[src/hdl/itda_pkg.sv]
// ----------------------------------------------------------------------------
// Integer to decimal ASCII package
// Shared types and character constants for the integer to ASCII converter.
// ----------------------------------------------------------------------------
`default_nettype none

package itda_pkg;

    localparam int IN_DATA_W = 64;
    localparam int CHAR_W    = 8;

    localparam logic [CHAR_W-1:0] CHAR_SPACE = 8'h20;
    localparam logic [CHAR_W-1:0] CHAR_MINUS = 8'h2D;
    localparam logic [CHAR_W-1:0] CHAR_ZERO  = 8'h30;

    typedef enum logic [2:0] {
        S_IDLE,
        S_CONV,
        S_SKIP,
        S_SPACE,
        S_MINUS,
        S_DIGIT
    } t_state;

    typedef struct packed {
        logic load;
        logic step;
        logic shift_digit;
    } t_dd_cmd;

    typedef struct packed {
        logic              valid;
        logic [CHAR_W-1:0] char_code;
        logic              last;
    } t_emit;

endpackage

`default_nettype wire

[src/hdl/itda_dabble.sv]
// ----------------------------------------------------------------------------
// Shift-and-add-3 binary to BCD unit
// Converts one magnitude a bit per cycle and then hands out its digits,
// most significant first, one digit shift at a time.
// ----------------------------------------------------------------------------
`default_nettype none

module itda_dabble
    import itda_pkg::*;
#(
    parameter int VALUE_WIDTH = 64,
    parameter int NDIG        = 20
) (
    input  wire logic                   i_clk,
    input  wire t_dd_cmd                i_cmd,
    input  wire logic [VALUE_WIDTH-1:0] i_value,
    output logic      [3:0]             o_top_digit
);

    logic [VALUE_WIDTH-1:0] r_bin;
    logic [4*NDIG-1:0]      r_bcd;
    logic [4*NDIG-1:0]      w_adj;

    always_comb begin
        logic [3:0] d;
        d     = '0;
        w_adj = '0;
        for (int k = 0; k < NDIG; k++) begin
            d = r_bcd[4*k +: 4];
            w_adj[4*k +: 4] = (d >= 4'd5) ? d + 4'd3 : d;
        end
    end

    always_ff @(posedge i_clk) begin
        if (i_cmd.load) begin
            r_bin <= i_value;
            r_bcd <= '0;
        end else if (i_cmd.step) begin
            r_bin <= {r_bin[VALUE_WIDTH-2:0], 1'b0};
            r_bcd <= {w_adj[4*NDIG-2:0], r_bin[VALUE_WIDTH-1]};
        end else if (i_cmd.shift_digit) begin
            r_bcd <= {r_bcd[4*NDIG-5:0], 4'b0000};
        end
    end

    assign o_top_digit = r_bcd[4*NDIG-1 -: 4];

endmodule

`default_nettype wire

[src/hdl/itda_ctrl.sv]
// ----------------------------------------------------------------------------
// Converter sequencer
// Steps the BCD unit, drops leading zero digits and emits the characters.
// ----------------------------------------------------------------------------
`default_nettype none

module itda_ctrl
    import itda_pkg::*;
#(
    parameter int VALUE_WIDTH = 64,
    parameter int NDIG        = 20
) (
    input  wire logic       i_clk,
    input  wire logic       i_rst_n,
    input  wire logic       i_in_valid,
    input  wire logic       i_neg,
    input  wire logic [3:0] i_top_digit,
    input  wire logic       i_out_free,
    output logic            o_in_ready,
    output t_dd_cmd         o_cmd,
    output t_emit           o_emit
);

    localparam int BCW = (VALUE_WIDTH > 1) ? $clog2(VALUE_WIDTH) : 1;
    localparam int DCW = $clog2(NDIG + 1);

    t_state         r_state, n_state;
    logic [BCW-1:0] r_bit_cnt, n_bit_cnt;
    logic [DCW-1:0] r_dig_left, n_dig_left;
    logic           w_last_bit;
    logic           w_skip;

    assign w_last_bit = (r_bit_cnt == BCW'(VALUE_WIDTH - 1));
    assign w_skip     = (i_top_digit == 4'd0) && (r_dig_left > DCW'(1));

    always_comb begin
        n_state = r_state;
        unique case (r_state)
            S_IDLE:  if (i_in_valid) n_state = S_CONV;
            S_CONV:  if (w_last_bit) n_state = S_SKIP;
            S_SKIP:  if (!w_skip) n_state = S_SPACE;
            S_SPACE: if (i_out_free) n_state = i_neg ? S_MINUS : S_DIGIT;
            S_MINUS: if (i_out_free) n_state = S_DIGIT;
            S_DIGIT: if (i_out_free && (r_dig_left == DCW'(1))) n_state = S_IDLE;
            default: n_state = S_IDLE;
        endcase
    end

    always_comb begin
        o_in_ready  = 1'b0;
        o_cmd       = '0;
        o_emit      = '0;
        n_bit_cnt   = r_bit_cnt;
        n_dig_left  = r_dig_left;
        unique case (r_state)
            S_IDLE: begin
                o_in_ready = 1'b1;
                o_cmd.load = i_in_valid;
                n_bit_cnt  = '0;
            end
            S_CONV: begin
                o_cmd.step = 1'b1;
                n_bit_cnt  = r_bit_cnt + BCW'(1);
                n_dig_left = DCW'(NDIG);
            end
            S_SKIP: begin
                if (w_skip) begin
                    o_cmd.shift_digit = 1'b1;
                    n_dig_left        = r_dig_left - DCW'(1);
                end
            end
            S_SPACE: begin
                o_emit.valid     = i_out_free;
                o_emit.char_code = CHAR_SPACE;
            end
            S_MINUS: begin
                o_emit.valid     = i_out_free;
                o_emit.char_code = CHAR_MINUS;
            end
            S_DIGIT: begin
                o_emit.valid      = i_out_free;
                o_emit.char_code  = CHAR_ZERO + {4'b0000, i_top_digit};
                o_emit.last       = (r_dig_left == DCW'(1));
                o_cmd.shift_digit = i_out_free;
                if (i_out_free) begin
                    n_dig_left = r_dig_left - DCW'(1);
                end
            end
            default: begin
                o_in_ready = 1'b0;
            end
        endcase
    end

    always_ff @(posedge i_clk) begin
        if (!i_rst_n) begin
            r_state <= S_IDLE;
        end else begin
            r_state <= n_state;
        end
        r_bit_cnt  <= n_bit_cnt;
        r_dig_left <= n_dig_left;
    end

endmodule

`default_nettype wire

[src/hdl/integer_to_decimal_ascii_top.sv]
// ----------------------------------------------------------------------------
// Integer to decimal ASCII converter
// Turns one integer into a space, an optional minus sign and its decimal
// digits, one ASCII character per output item.
//
// The input channel takes one integer in s_axis_tdata with the signedness
// mode in s_axis_tuser. Only the low VALUE_WIDTH bits of the value are used.
// The output channel gives one character per item in m_axis_tdata, with
// m_axis_tlast high on the final digit of each number.
// An accepted number is converted by a shift-and-add-3 unit, one bit per
// cycle. Leading zero digits are then dropped at one per cycle, after which
// the sequencer finds the first digit to print. After that one character
// leaves per cycle while the receiver takes them, 2 to 21 for 64 bits.
// Skipped and printed digits add up to 20 for 64 bits.
// The block takes a new number only once every character of the previous
// one has been handed to the output register. When the receiver stalls,
// the pending character holds in that register and the sequencer waits.
// Reset returns the sequencer to idle and empties the output register.
// ----------------------------------------------------------------------------
`default_nettype none

module integer_to_decimal_ascii_top
    import itda_pkg::*;
#(
    parameter int VALUE_WIDTH = 64
) (
    input  wire logic                 i_clk,
    input  wire logic                 i_rst_n,
    input  wire logic                 s_axis_tvalid,
    output logic                      s_axis_tready,
    input  wire logic [IN_DATA_W-1:0] s_axis_tdata,  // value
    input  wire logic                 s_axis_tuser,  // mode
    output logic                      m_axis_tvalid,
    input  wire logic                 m_axis_tready,
    output logic      [CHAR_W-1:0]    m_axis_tdata,  // character
    output logic                      m_axis_tlast
);

    localparam int NDIG = (VALUE_WIDTH * 30103) / 100000 + 1;

    logic [VALUE_WIDTH-1:0] w_value;
    logic                   w_neg;
    logic [VALUE_WIDTH-1:0] w_mag;
    logic                   w_accept;
    logic                   w_out_free;
    logic [3:0]             w_top_digit;
    t_dd_cmd                w_cmd;
    t_emit                  w_emit;

    logic                   r_neg;
    logic                   r_out_valid;
    logic [CHAR_W-1:0]      r_out_char;
    logic                   r_out_last;

    assign w_value    = s_axis_tdata[VALUE_WIDTH-1:0];
    assign w_neg      = s_axis_tuser & w_value[VALUE_WIDTH-1];
    assign w_mag      = w_neg ? (~w_value + {{(VALUE_WIDTH-1){1'b0}}, 1'b1}) : w_value;
    assign w_accept   = s_axis_tvalid & s_axis_tready;
    assign w_out_free = !r_out_valid || m_axis_tready;

    itda_ctrl #(
        .VALUE_WIDTH (VALUE_WIDTH),
        .NDIG        (NDIG)
    ) u_ctrl (
        .i_clk       (i_clk),
        .i_rst_n     (i_rst_n),
        .i_in_valid  (s_axis_tvalid),
        .i_neg       (r_neg),
        .i_top_digit (w_top_digit),
        .i_out_free  (w_out_free),
        .o_in_ready  (s_axis_tready),
        .o_cmd       (w_cmd),
        .o_emit      (w_emit)
    );

    itda_dabble #(
        .VALUE_WIDTH (VALUE_WIDTH),
        .NDIG        (NDIG)
    ) u_dabble (
        .i_clk       (i_clk),
        .i_cmd       (w_cmd),
        .i_value     (w_mag),
        .o_top_digit (w_top_digit)
    );

    always_ff @(posedge i_clk) begin
        if (w_accept) begin
            r_neg <= w_neg;
        end
        if (w_emit.valid) begin
            r_out_char <= w_emit.char_code;
            r_out_last <= w_emit.last;
        end
        if (!i_rst_n) begin
            r_out_valid <= 1'b0;
        end else if (w_emit.valid) begin
            r_out_valid <= 1'b1;
        end else if (m_axis_tready) begin
            r_out_valid <= 1'b0;
        end
    end

    assign m_axis_tvalid = r_out_valid;
    assign m_axis_tdata  = r_out_char;
    assign m_axis_tlast  = r_out_last;

endmodule

`default_nettype wire
[config.mk]
export PLATFORM = sky130hd
export DESIGN_NAME = integer_to_decimal_ascii_top
export DESIGN_NICKNAME = d
export VERILOG_FILES = /design/src/hdl/itda_pkg.sv /design/src/hdl/itda_dabble.sv /design/src/hdl/itda_ctrl.sv /design/src/hdl/integer_to_decimal_ascii_top.sv
export SDC_FILE = /design/constraint.sdc
export NUM_CORES = 1
export LEC_CHECK = 0
export BUFFER_PORTS_ARGS = -buffer_cell sky130_fd_sc_hd__buf_2
export CORE_ASPECT_RATIO = 2
export CORE_MARGIN = 3
export CORE_UTILIZATION = 48
export DETAILED_ROUTE_END_ITERATION = 8
export GPL_ROUTABILITY_DRIVEN = 0
export PLACE_DENSITY = 0.66
export SLEW_MARGIN = 20
export SYNTH_ARGS = -nofsm -noshare
export SYNTH_HDL_FRONTEND = slang
export SYNTH_SLANG_ARGS = --single-unit
[constraint.sdc]
create_clock -name i_clk -period 4.7 [get_ports i_clk]
set_input_delay 0.235 -clock i_clk [delete_from_list [all_inputs] [get_ports i_clk]]
set_output_delay 0.235 -clock i_clk [all_outputs]
set_load 0.01 [all_outputs]
==> metrics.yaml <==
outcome: "completed"
tightestPinTransition_ns: 1.06
ys_async_sr_fraction: 0
fp.coreArea_mm2: 0.0217
fmax_mhz: 293
cap_violations: 0
cts_resized: 0
rsz0062_at_grt: "no"
grt_pass1_wl_mm: 42.3
clk_pin_slew_worst_paths_ns: 0.07
hold_ws_ns: 0.0797
drtIter0Drc: 387
worstSetupPathType: "flop to flop"
avgSynthCellArea_um2: 8.46
grt_start_max_net_pins: 120
htree_levels: 4
cts_tree: "done"
cp_cell_sequence: "inv_1, ha_1, or4b_2, a211oi_1, a21oi_2, buf_4, inv_2, buf_12, o31ai_1, a21oi_1, nor2_1"
rows: 76
root_buffer: "clkbuf_16"
track_usage: 0.210
synth_edf_count: 83
critPathMaxFanout: 51
fin_tns_setup_ns: 0
routed_wl_mm: 25.1
hold_path_class: "input port to flop"
firstDrtPassIters: 5
dpl.hpwl_mm: 17.9
setup_violations: 0
final_cell_mix: "nand2_1, nor2_1, a21oi_1"
postCtsHoldBufs: 0
dieWidth_um: 111
ant_nets: 0
final_common_cell: "nand2_1"
synth_area_mm2: 0.0107
die_area_mm2: 0.0242
clock_skew_ns: 0.0110
arrival_ns: 3.70
vias: 9128
grt_overflow: 0
p_leak_nw: 4.36
critPathBufInv: 4
drc: 0
ys_warn_count: 0
insertion_delay_ns: 0.43
ir_drop_mv: 0.423
maxSlewViolCount: 0
final_nets: 1400
viasPerCell: 5.80
endpoint_kind: "flop"
io_pins: 80
cpPeakStageDelay_ns: 0.60
cts_buffer_depth: 2
min_period_ns: 3.41
worstPathRequired_ns: 4.99
drive_above_1_share: 0.108
post-cts-setup-buffers: 0
initial_core_util: 0.492
cts_buffers: 17
synthCells: 1261
power_density_mw_per_mm2: 651
wl_per_cell_um: 16.0
syn_to_final_growth_pct: 10.1
io_buffers: 77
yosysUniqueCellTypes: 60
fp.dieH_um: 217
num_antenna_cells: 0
cts_sinks: 167
period_share: 0.726
cp_slowest_cell: "or4b_2"
ys_ff_latch: 167
hold_viol_final: 0
start_kind: "flop"
yosysSeqAreaShare: 0.391
grt_pass1_vias: 8967
crit_family: "buffers and inverters"
antenna_found_initial: 0
maxSlewHeadroom: 0.289
synthFlopType: "dfxtp_1"
-- registers in the layout, indices dropped and copies added, names as in the netlist --
name,cells
u_ctrl.r_state,3
r_neg,1
u_dabble.r_bin,64
u_dabble.r_bcd,80
u_ctrl.r_dig_left,5
u_ctrl.r_bit_cnt,6
m_axis_tlast,1
m_axis_tdata,6
m_axis_tvalid,1
-- routing by layer --
| metal | track usage | vias up | wire length, um |
|---|---|---|---|
| met5 | 0 | - | 0 |
| met4 | 0.107 | 0 | 938 |
| met3 | 0.0309 | 51 | 691 |
| met2 | 0.398 | 186 | 13900 |
| met1 | 0.221 | 4325 | 9610 |
| li1 | - | 4566 | - |
-- per-stage QoR --
stage | power, mW | cells | utilization | instance area [um2] | setup WS [ns]
floorplan | 5.49 | 1262 | - | 10700 | 1.26
global placement | 6.27 | 1541 | 0.516 | 11200 | 1.40
detailed placement | 6.37 | 1541 | 0.516 | 11200 | 1.33
CTS | 7.73 | 1573 | 0.542 | 11700 | 1.29
global route | 8.32 | 1573 | 0.542 | 11700 | 0.972
finish | 7.64 | 1573 | 0.542 | 11700 | 1.29
-- logic make-up after synthesis --
logic type	count (synthesis)	share of synthesized area
fa+ha+maj	44	0.0516
simple gates	412	0.180
buf+inv	150	0.0565
mux	41	0.0385
other cells	1	0.000352
xor+xnor	88	0.0723
flops	167	0.391
compound gates	358	0.209
-- worst register-to-register path: cells and delay by family (launching register included) --
family | cells | cell delay, ns
and+or+nand+nor | 2 | 0.65
buffers and inverters | 4 | 1.25
DFF | 1 | 0.35
AOI/OAI and AO/OA | 4 | 0.81
adders and majority gates | 1 | 0.21
-- final cells by class --
class | instances | area [um2]
clock buffer | 24 | 475
clock inverter | 8 | 75.1
fill | 2078 | 9930
inverter | 68 | 255
multi-input combinational | 945 | 5920
sequential | 167 | 4170
tap | 273 | 342
timing repair buffer | 88 | 505
-- path summary, 6_finish.rpt --
| path | start | to | slack, ns | cells after the start |
|---|---|---|---|---|
| hold reg to reg | u_dabble.r_bin[7]$_DFFE_PP_ | u_dabble.r_bin[8]$_DFFE_PP_ | 0.53 | 2 |
| setup / recovery | u_dabble.r_bcd[76]$_SDFFE_PP0P_ | u_dabble.r_bcd[67]$_SDFFE_PP0P_ | 1.29 | 11 |
| hold / removal | i_rst_n | m_axis_tvalid$_SDFFE_PN0P_ | 0.08 | 2 |
| setup reg to reg | u_dabble.r_bcd[76]$_SDFFE_PP0P_ | u_dabble.r_bcd[67]$_SDFFE_PP0P_ | 1.29 | 11 |
-- where the power goes --
group	switching [mW]	total, mW	internal (mW)
clock	0.572	1.34	0.763
sequential	0.535	2.90	2.37
combinational	2.11	3.41	1.30
total	3.22	7.64	4.43
-- synth_stat cells, drive strengths merged (27+ instances only) --
cell type,number,area share
xnor2,61,0.050
inv,68,0.024
xor2,27,0.022
nor2,134,0.047
a211oi,55,0.039
ha,44,0.052
edfxtp,83,0.23
a31oi,36,0.021
a21oi,94,0.044
nand2,136,0.048
o21ai,97,0.046
nand3,34,0.016
mux2i,41,0.038
clkbuf,59,0.021
dfxtp,84,0.16
Power figures use the tool's default switching activity.
